**src/smv_pkg.sv**
```systemverilog
package smv_pkg;

    localparam int WINDOW_MAX = 32;
    localparam int CLASS_BITS = 8;
    localparam int CNT_BITS   = $clog2(WINDOW_MAX + 1);
    localparam int IDX_BITS   = (WINDOW_MAX > 1) ? $clog2(WINDOW_MAX) : 1;

    localparam logic [5:0] WINDOW_RESET = 6'd5;

    typedef enum logic [1:0] {
        ST_IDLE,
        ST_COUNT,
        ST_WAIT
    } smv_state_t;

endpackage

```
**src/sliding_majority_vote_core.sv**
```systemverilog
// Sliding-window majority vote over a stream of class labels.
// Input channel (in_valid/in_ready, class_in): one label per transaction.
// The label joins a history of the most recent window_length labels; once the
// history is full the oldest label is dropped.
// Output channel (out_valid/out_ready): voted_class is the most frequent label
// in the history (on a tie, the one that first appears oldest), vote_count its
// number of votes and window_fill the number of labels held.
// Configuration channel (cfg_valid/cfg_ready, window_length): sets the window,
// 0 acts as 1 and values above 32 act as 32; every write empties the history.
// Write it only while the block is idle.
// Timing: after a label is taken, one candidate a cycle is compared against
// the whole history by a shared compare-and-count unit, one candidate for
// each label held, and the result is loaded into the output register when
// the last candidate is done. The next label is taken as soon as
// the count ends, even while the result still waits in the output register.
// A stalled receiver holds the result; a finished count then waits until the
// output register is free. Reset empties the history and sets the window to 5.
module sliding_majority_vote_core
    import smv_pkg::*;
(
    input  logic       clk,
    input  logic       rst_n,
    input  logic       in_valid,
    output logic       in_ready,
    input  logic [7:0] class_in,
    output logic       out_valid,
    input  logic       out_ready,
    output logic [7:0] voted_class,
    output logic [5:0] vote_count,
    output logic [5:0] window_fill,
    input  logic       cfg_valid,
    output logic       cfg_ready,
    input  logic [5:0] window_length
);

    smv_state_t state_reg, state_next;

    logic [5:0]            window_reg, window_next;
    logic [CNT_BITS-1:0]   fill_reg, fill_next;
    logic [IDX_BITS-1:0]   cand_idx_reg, cand_idx_next;
    logic [CLASS_BITS-1:0] best_class_reg, best_class_next;
    logic [CNT_BITS-1:0]   best_cnt_reg, best_cnt_next;
    logic                  out_valid_reg, out_valid_next;
    logic [7:0]            voted_reg, voted_next;
    logic [5:0]            vote_count_reg, vote_count_next;
    logic [5:0]            fill_out_reg, fill_out_next;

    logic [CLASS_BITS-1:0] hist_reg  [WINDOW_MAX];
    logic [CLASS_BITS-1:0] hist_next [WINDOW_MAX];

    logic                  in_accept;
    logic                  cfg_accept;
    logic [6:0]            wl_ext;
    logic [CNT_BITS-1:0]   win_eff;
    logic                  hist_full;
    logic [CNT_BITS-1:0]   wr_idx;
    logic [15:0]           class_wide;
    logic [CLASS_BITS-1:0] label;
    logic [CLASS_BITS-1:0] cand;
    logic [WINDOW_MAX-1:0] match_vec;
    logic [CNT_BITS-1:0]   match_cnt;
    logic                  last_cand;
    logic                  out_free;
    logic                  out_load;
    logic [15:0]           best_class_wide;
    logic [15:0]           best_cnt_wide;
    logic [15:0]           fill_wide;

    assign in_accept  = in_valid && in_ready;
    assign cfg_accept = cfg_valid && cfg_ready;
    assign cfg_ready  = 1'b1;
    assign in_ready   = (state_reg == ST_IDLE);

    // clamp the window to 1..WINDOW_MAX
    assign wl_ext = 7'(window_reg);
    always_comb
    begin
        if (window_reg == 6'd0)
        begin
            win_eff = CNT_BITS'(1);
        end
        else if (wl_ext > 7'(WINDOW_MAX))
        begin
            win_eff = CNT_BITS'(WINDOW_MAX);
        end
        else
        begin
            win_eff = CNT_BITS'(window_reg);
        end
    end

    assign hist_full  = (fill_reg >= win_eff);
    assign wr_idx     = hist_full ? (win_eff - CNT_BITS'(1)) : fill_reg;
    assign class_wide = 16'(class_in);
    assign label      = class_wide[CLASS_BITS-1:0];

    // history: append while filling, else shift towards index 0 and add at the top
    genvar gi;
    generate
        for (gi = 0; gi < WINDOW_MAX; gi++)
        begin : g_hist
            logic [CLASS_BITS-1:0] upper;
            if (gi < WINDOW_MAX - 1)
            begin : g_up
                assign upper = hist_reg[gi+1];
            end
            else
            begin : g_top
                assign upper = hist_reg[gi];
            end

            always_comb
            begin
                hist_next[gi] = hist_reg[gi];
                if (in_accept)
                begin
                    if (CNT_BITS'(gi) == wr_idx)
                    begin
                        hist_next[gi] = label;
                    end
                    else if (hist_full && (CNT_BITS'(gi) < wr_idx))
                    begin
                        hist_next[gi] = upper;
                    end
                end
            end

            always_ff @(posedge clk)
            begin
                hist_reg[gi] <= hist_next[gi];
            end

            assign match_vec[gi] = (hist_reg[gi] == cand) && (CNT_BITS'(gi) < fill_reg);
        end
    endgenerate

    // shared compare-and-count unit: one candidate against the whole history
    assign cand      = hist_reg[cand_idx_reg];
    assign match_cnt = CNT_BITS'($countones(match_vec));
    assign last_cand = ((CNT_BITS'(cand_idx_reg) + CNT_BITS'(1)) == fill_reg);
    assign out_free  = !out_valid_reg || out_ready;

    always_comb
    begin
        state_next      = state_reg;
        window_next     = window_reg;
        fill_next       = fill_reg;
        cand_idx_next   = cand_idx_reg;
        best_class_next = best_class_reg;
        best_cnt_next   = best_cnt_reg;
        out_load        = 1'b0;

        case (state_reg)
            ST_IDLE:
            begin
                if (in_accept)
                begin
                    fill_next       = hist_full ? win_eff : (fill_reg + CNT_BITS'(1));
                    cand_idx_next   = '0;
                    best_class_next = label;
                    best_cnt_next   = '0;
                    state_next      = ST_COUNT;
                end
            end
            ST_COUNT:
            begin
                // strict compare keeps the oldest candidate on a tie
                if (match_cnt > best_cnt_reg)
                begin
                    best_class_next = cand;
                    best_cnt_next   = match_cnt;
                end
                if (last_cand)
                begin
                    if (out_free)
                    begin
                        out_load   = 1'b1;
                        state_next = ST_IDLE;
                    end
                    else
                    begin
                        state_next = ST_WAIT;
                    end
                end
                else
                begin
                    cand_idx_next = cand_idx_reg + IDX_BITS'(1);
                end
            end
            ST_WAIT:
            begin
                if (out_free)
                begin
                    out_load   = 1'b1;
                    state_next = ST_IDLE;
                end
            end
            default:
            begin
                state_next = ST_IDLE;
            end
        endcase

        if (cfg_accept)
        begin
            window_next = window_length;
            fill_next   = '0;
        end
    end

    assign best_class_wide = 16'(best_class_next);
    assign best_cnt_wide   = 16'(best_cnt_next);
    assign fill_wide       = 16'(fill_reg);

    always_comb
    begin
        out_valid_next  = out_valid_reg;
        voted_next      = voted_reg;
        vote_count_next = vote_count_reg;
        fill_out_next   = fill_out_reg;
        if (out_load)
        begin
            out_valid_next  = 1'b1;
            voted_next      = best_class_wide[7:0];
            vote_count_next = best_cnt_wide[5:0];
            fill_out_next   = fill_wide[5:0];
        end
        else if (out_ready)
        begin
            out_valid_next = 1'b0;
        end
    end

    always_ff @(posedge clk or negedge rst_n)
    begin
        if (!rst_n)
        begin
            state_reg     <= ST_IDLE;
            window_reg    <= WINDOW_RESET;
            fill_reg      <= '0;
            cand_idx_reg  <= '0;
            out_valid_reg <= 1'b0;
        end
        else
        begin
            state_reg     <= state_next;
            window_reg    <= window_next;
            fill_reg      <= fill_next;
            cand_idx_reg  <= cand_idx_next;
            out_valid_reg <= out_valid_next;
        end
    end

    always_ff @(posedge clk)
    begin
        best_class_reg <= best_class_next;
        best_cnt_reg   <= best_cnt_next;
        voted_reg      <= voted_next;
        vote_count_reg <= vote_count_next;
        fill_out_reg   <= fill_out_next;
    end

    assign out_valid   = out_valid_reg;
    assign voted_class = voted_reg;
    assign vote_count  = vote_count_reg;
    assign window_fill = fill_out_reg;

`ifndef ASSERT_OFF
    a_fill_in_window: assert property (@(posedge clk) disable iff (!rst_n)
        fill_reg <= win_eff)
        else $error("history fill exceeds window");

    a_cand_in_range: assert property (@(posedge clk) disable iff (!rst_n)
        (state_reg == ST_COUNT) |-> (CNT_BITS'(cand_idx_reg) < fill_reg))
        else $error("candidate index beyond history fill");

    a_accept_starts_count: assert property (@(posedge clk) disable iff (!rst_n)
        in_accept |=> (state_reg == ST_COUNT) && (fill_reg != '0))
        else $error("accepted label did not start a count");

    a_votes_bounded: assert property (@(posedge clk) disable iff (!rst_n)
        out_valid |-> (vote_count != 6'd0) && (vote_count <= window_fill))
        else $error("vote count out of range");

    a_wait_holds_output: assert property (@(posedge clk) disable iff (!rst_n)
        (state_reg == ST_WAIT) |-> out_valid)
        else $error("waiting with free output register");
`endif

endmodule
```
**config.mk**
```make
export PLATFORM = sky130hd
export DESIGN_NAME = sliding_majority_vote_core
export DESIGN_NICKNAME = d
export VERILOG_FILES = /design/src/smv_pkg.sv /design/src/sliding_majority_vote_core.sv
export SDC_FILE = /design/constraint.sdc
export NUM_CORES = 1
export LEC_CHECK = 0
export ABC_AREA = 1
export ABC_CLOCK_PERIOD_IN_PS = 7200
export BUFFER_PORTS_ARGS = -buffer_cell sky130_fd_sc_hd__buf_2
export CAP_MARGIN = 40
export CELL_PAD_IN_SITES_DETAIL_PLACEMENT = 1
export CELL_PAD_IN_SITES_GLOBAL_PLACEMENT = 1
export CORE_MARGIN = 2
export CORE_UTILIZATION = 30
export DETAILED_ROUTE_END_ITERATION = 7
export PLACE_DENSITY = 0.61
export REMOVE_ABC_BUFFERS = 1
export SLEW_MARGIN = 0
export SYNTH_ARGS = -nofsm -noshare
export SYNTH_HDL_FRONTEND = slang
export SYNTH_SLANG_ARGS = --single-unit
```
**constraint.sdc**
```tcl
create_clock -name clk -period 7.2 [get_ports clk]
set_input_delay 1.44 -clock clk [delete_from_list [all_inputs] [get_ports clk]]
set_output_delay 1.44 -clock clk [all_outputs]
set_load 0.1 [all_outputs]
```
==> flow_summary.toml <==
[hold_path]
hp-class = "flop to flop"
min_delay_path_depth = 2

[synthesis]
yosysSeqAreaShare = 0.405
async_flop_share = 0.0645
yosysMostFrequentCell = "nand2_1"
synth_enable_flop_cells = 276
synth_xor_area_frac = 0.0242
synth_compound_area_frac = 0.0986
synth_area_leader_cell = "edfxtp_1"
synth.area.mux_share = 0
synthTopCellsByCount = "1044 x nand2_1, 421 x nand3_1, 390 x inv_1"
yosysTopAreaCellShare = 0.370
syn_inst = 3149
syn_avg_cell_area_um2 = 7.12
yosys-top-cells-area = "edfxtp_1 37%, nand2_1 17%, nand3_1 9.4%, inv_1 6.5%, o21ai_0 6.2%"
ys_warn_count = 0
ys_seq_elements = 310
synth-simple-area-share = 0.329
synthFlopType = "edfxtp_1"
synth-adder-area-share = 0.0359
synth.cell_area_mm2 = 0.0224
synth_top_family_by_area = "simple AND/OR/NAND/NOR gates"
ys_types = 48

[sta]
post-route-min-period_ps = 8610
layout_setup_ws_ps = -1410
hold_viol = 0
max_slew.worst_pin.slew_ps = 1040
finalSetupViolCount = 28
finClkSkew_ps = 31.5
fin_crit_sh = 1.20
slew_headroom = 0.307
grt_setup_unrepaired = "true"
slew_violations = 0
final.setup.tns_ps = -37200
clock.fmax_mhz = 116

[floorplanning]
die_h_um = 277
die_area_mm2 = 0.0769
rows = 100
dieWidth_um = 277
ios = 42
design.core.area_mm2 = 0.0742
initial_utilization = 0.302

[setup_path]
cp_slowest_stage_delay_ps = 580
critical_path.top_delay_family = "adder cells"
worstPathArrival_ps = 8920
r2r-start = "cand_idx_reg[0]"
path_buf_inv = 13
crit_end = "vote_count[1]"
end_kind = "flop"
crit_path_start = "cand_idx_reg[0]"
start_kind = "flop"
crit_type = "flop to flop"
path_max_fanout = 7
reg2reg_slack_ps = -1410
slowest_stage = "dfrtp_4"
timing.rr.end = "vote_count[1]"
crit_cells = 42
rr_worst_depth = 42
timing.critical_path.mode_cell = "fa_2"
cp.required_ps = 7510

[global_route]
grt_use_total = 0.317
met1_usage = 0.419
grt_max_degree = 40
antenna_found_initial = 3
grt_overflow = 0
grt_use_met2 = 0.508
met3_usage = 0.0488
grt_pass1_vias = 26900
grt_pass1_wl_um = 180000
busiest_layer = "met2"

[clocking]
cts_buffers = 43
clock_sinks = 310
root_buffer = "clkbuf_16"
cts_tree = "yes"
htree_levels = 2
clockBufferDepth = 3
insertion_delay_ps = 590
clkTransAtPathRegs_ps = 60
cts_hold_buf = 0

[drt]
num_vias = 25900
drtAntennaViolNets = 0
drc_errors = 0
viasPerCell = 5.36
first_pass_iters = 5
wl_per_cell_um = 26.0
drt_wl_total_um = 126000
drt_iter0_drc = 2504

[run]
maxCapViolCount = 0

[cells_and_area]
layout-drive-gt1-share = 0.298
diodes = 0
multi_input_area_mm2 = 0.0121
area_growth_syn_to_layout_pct = 45.3
finish.utilization = 0.439
largest_reg_flops = 256
stdcell_count = 4840
n_fill_cell = 9068
fin_nets = 3908
seq_area_mm2 = 0.00908

[place]
dp_cells = 4677
portBuffers = 40
pre_cts_ws_ps = -1980
gp_congestion = 0.988
dp_hpwl_um = 91000

[status]
violations = "setup timing"
status = "finished with violations"
[stage by stage]
stage	hold WS [ps]	area [um^2]
floorplan	449	21500
global placement	471	28500
detailed placement	475	28700
CTS	483	31700
global route	501	32600
finish	479	32600
[worst min-delay path: stages (launching register included)]
cell     delay (ps)
dfstp_2         370
nand2_1          60
nand2_1          50
[worst min path at each step]
stage | start | endpoint
6_report | window_reg[0] | window_reg[0]
5_1_grt | window_reg[0] | window_reg[0]
4_1_cts | window_reg[0] | window_reg[0]
3_5_place_dp | window_reg[0] | window_reg[0]
3_3_place_gp | window_reg[0] | window_reg[0]
2_1_floorplan | window_reg[0] | window_reg[0]
[cells in the final DEF, fill, tap and decap left out, types with 20 or more instances in the layout]
master	count
nor2_1	162
nand3_2	70
nand2_2	33
nor2_2	20
nand3_1	335
o21ai_0	255
buf_4	674
o21ai_1	49
ha_1	21
buf_2	40
nand2_1	1024
buf_6	23
inv_1	381
buf_12	59
a21oi_1	48
nand3_4	29
clkbuf_16	51
xor2_1	58
edfxtp_1	276
[routing by layer]
metal / routed length [um] / part of all wire / up-vias
met1: 53400 / 0.42 / 12900
met2: 56400 / 0.45 / 1089
met3: 8950 / 0.071 / 336
met5: 23 / 0.00018 / -
met4: 7070 / 0.056 / 4
li1: - / - / 11600
[cell type report]
cell class,count,share of cell area
Tap cell,969,0.0372
Clock buffer,55,0.0383
Inverter,400,0.0465
Timing Repair Buffer,819,0.222
Sequential cell,310,0.279
Multi-Input combinational cell,2265,0.373
Clock inverter,22,0.00430
[kinds of logic after synthesis]
family | count (synthesis)
AND/OR/NAND/NOR | 1731
buffers and inverters | 574
AO/OA/AOI/OAI | 421
flip-flops | 310
XOR/XNOR | 62
adder cells (fa/ha/maj) | 50
other | 1
[repair_timing]
action / in CTS / in global routing
resized for setup: 231 / 123
pin swaps: 54 / 88
setup endpoints to repair: 28 / 28
gates cloned: 11 / 4
buffers inserted: 53 / 27
Power is not shown: default switching activity piles up to over one toggle a cycle in this logic, so the estimate is an artifact.
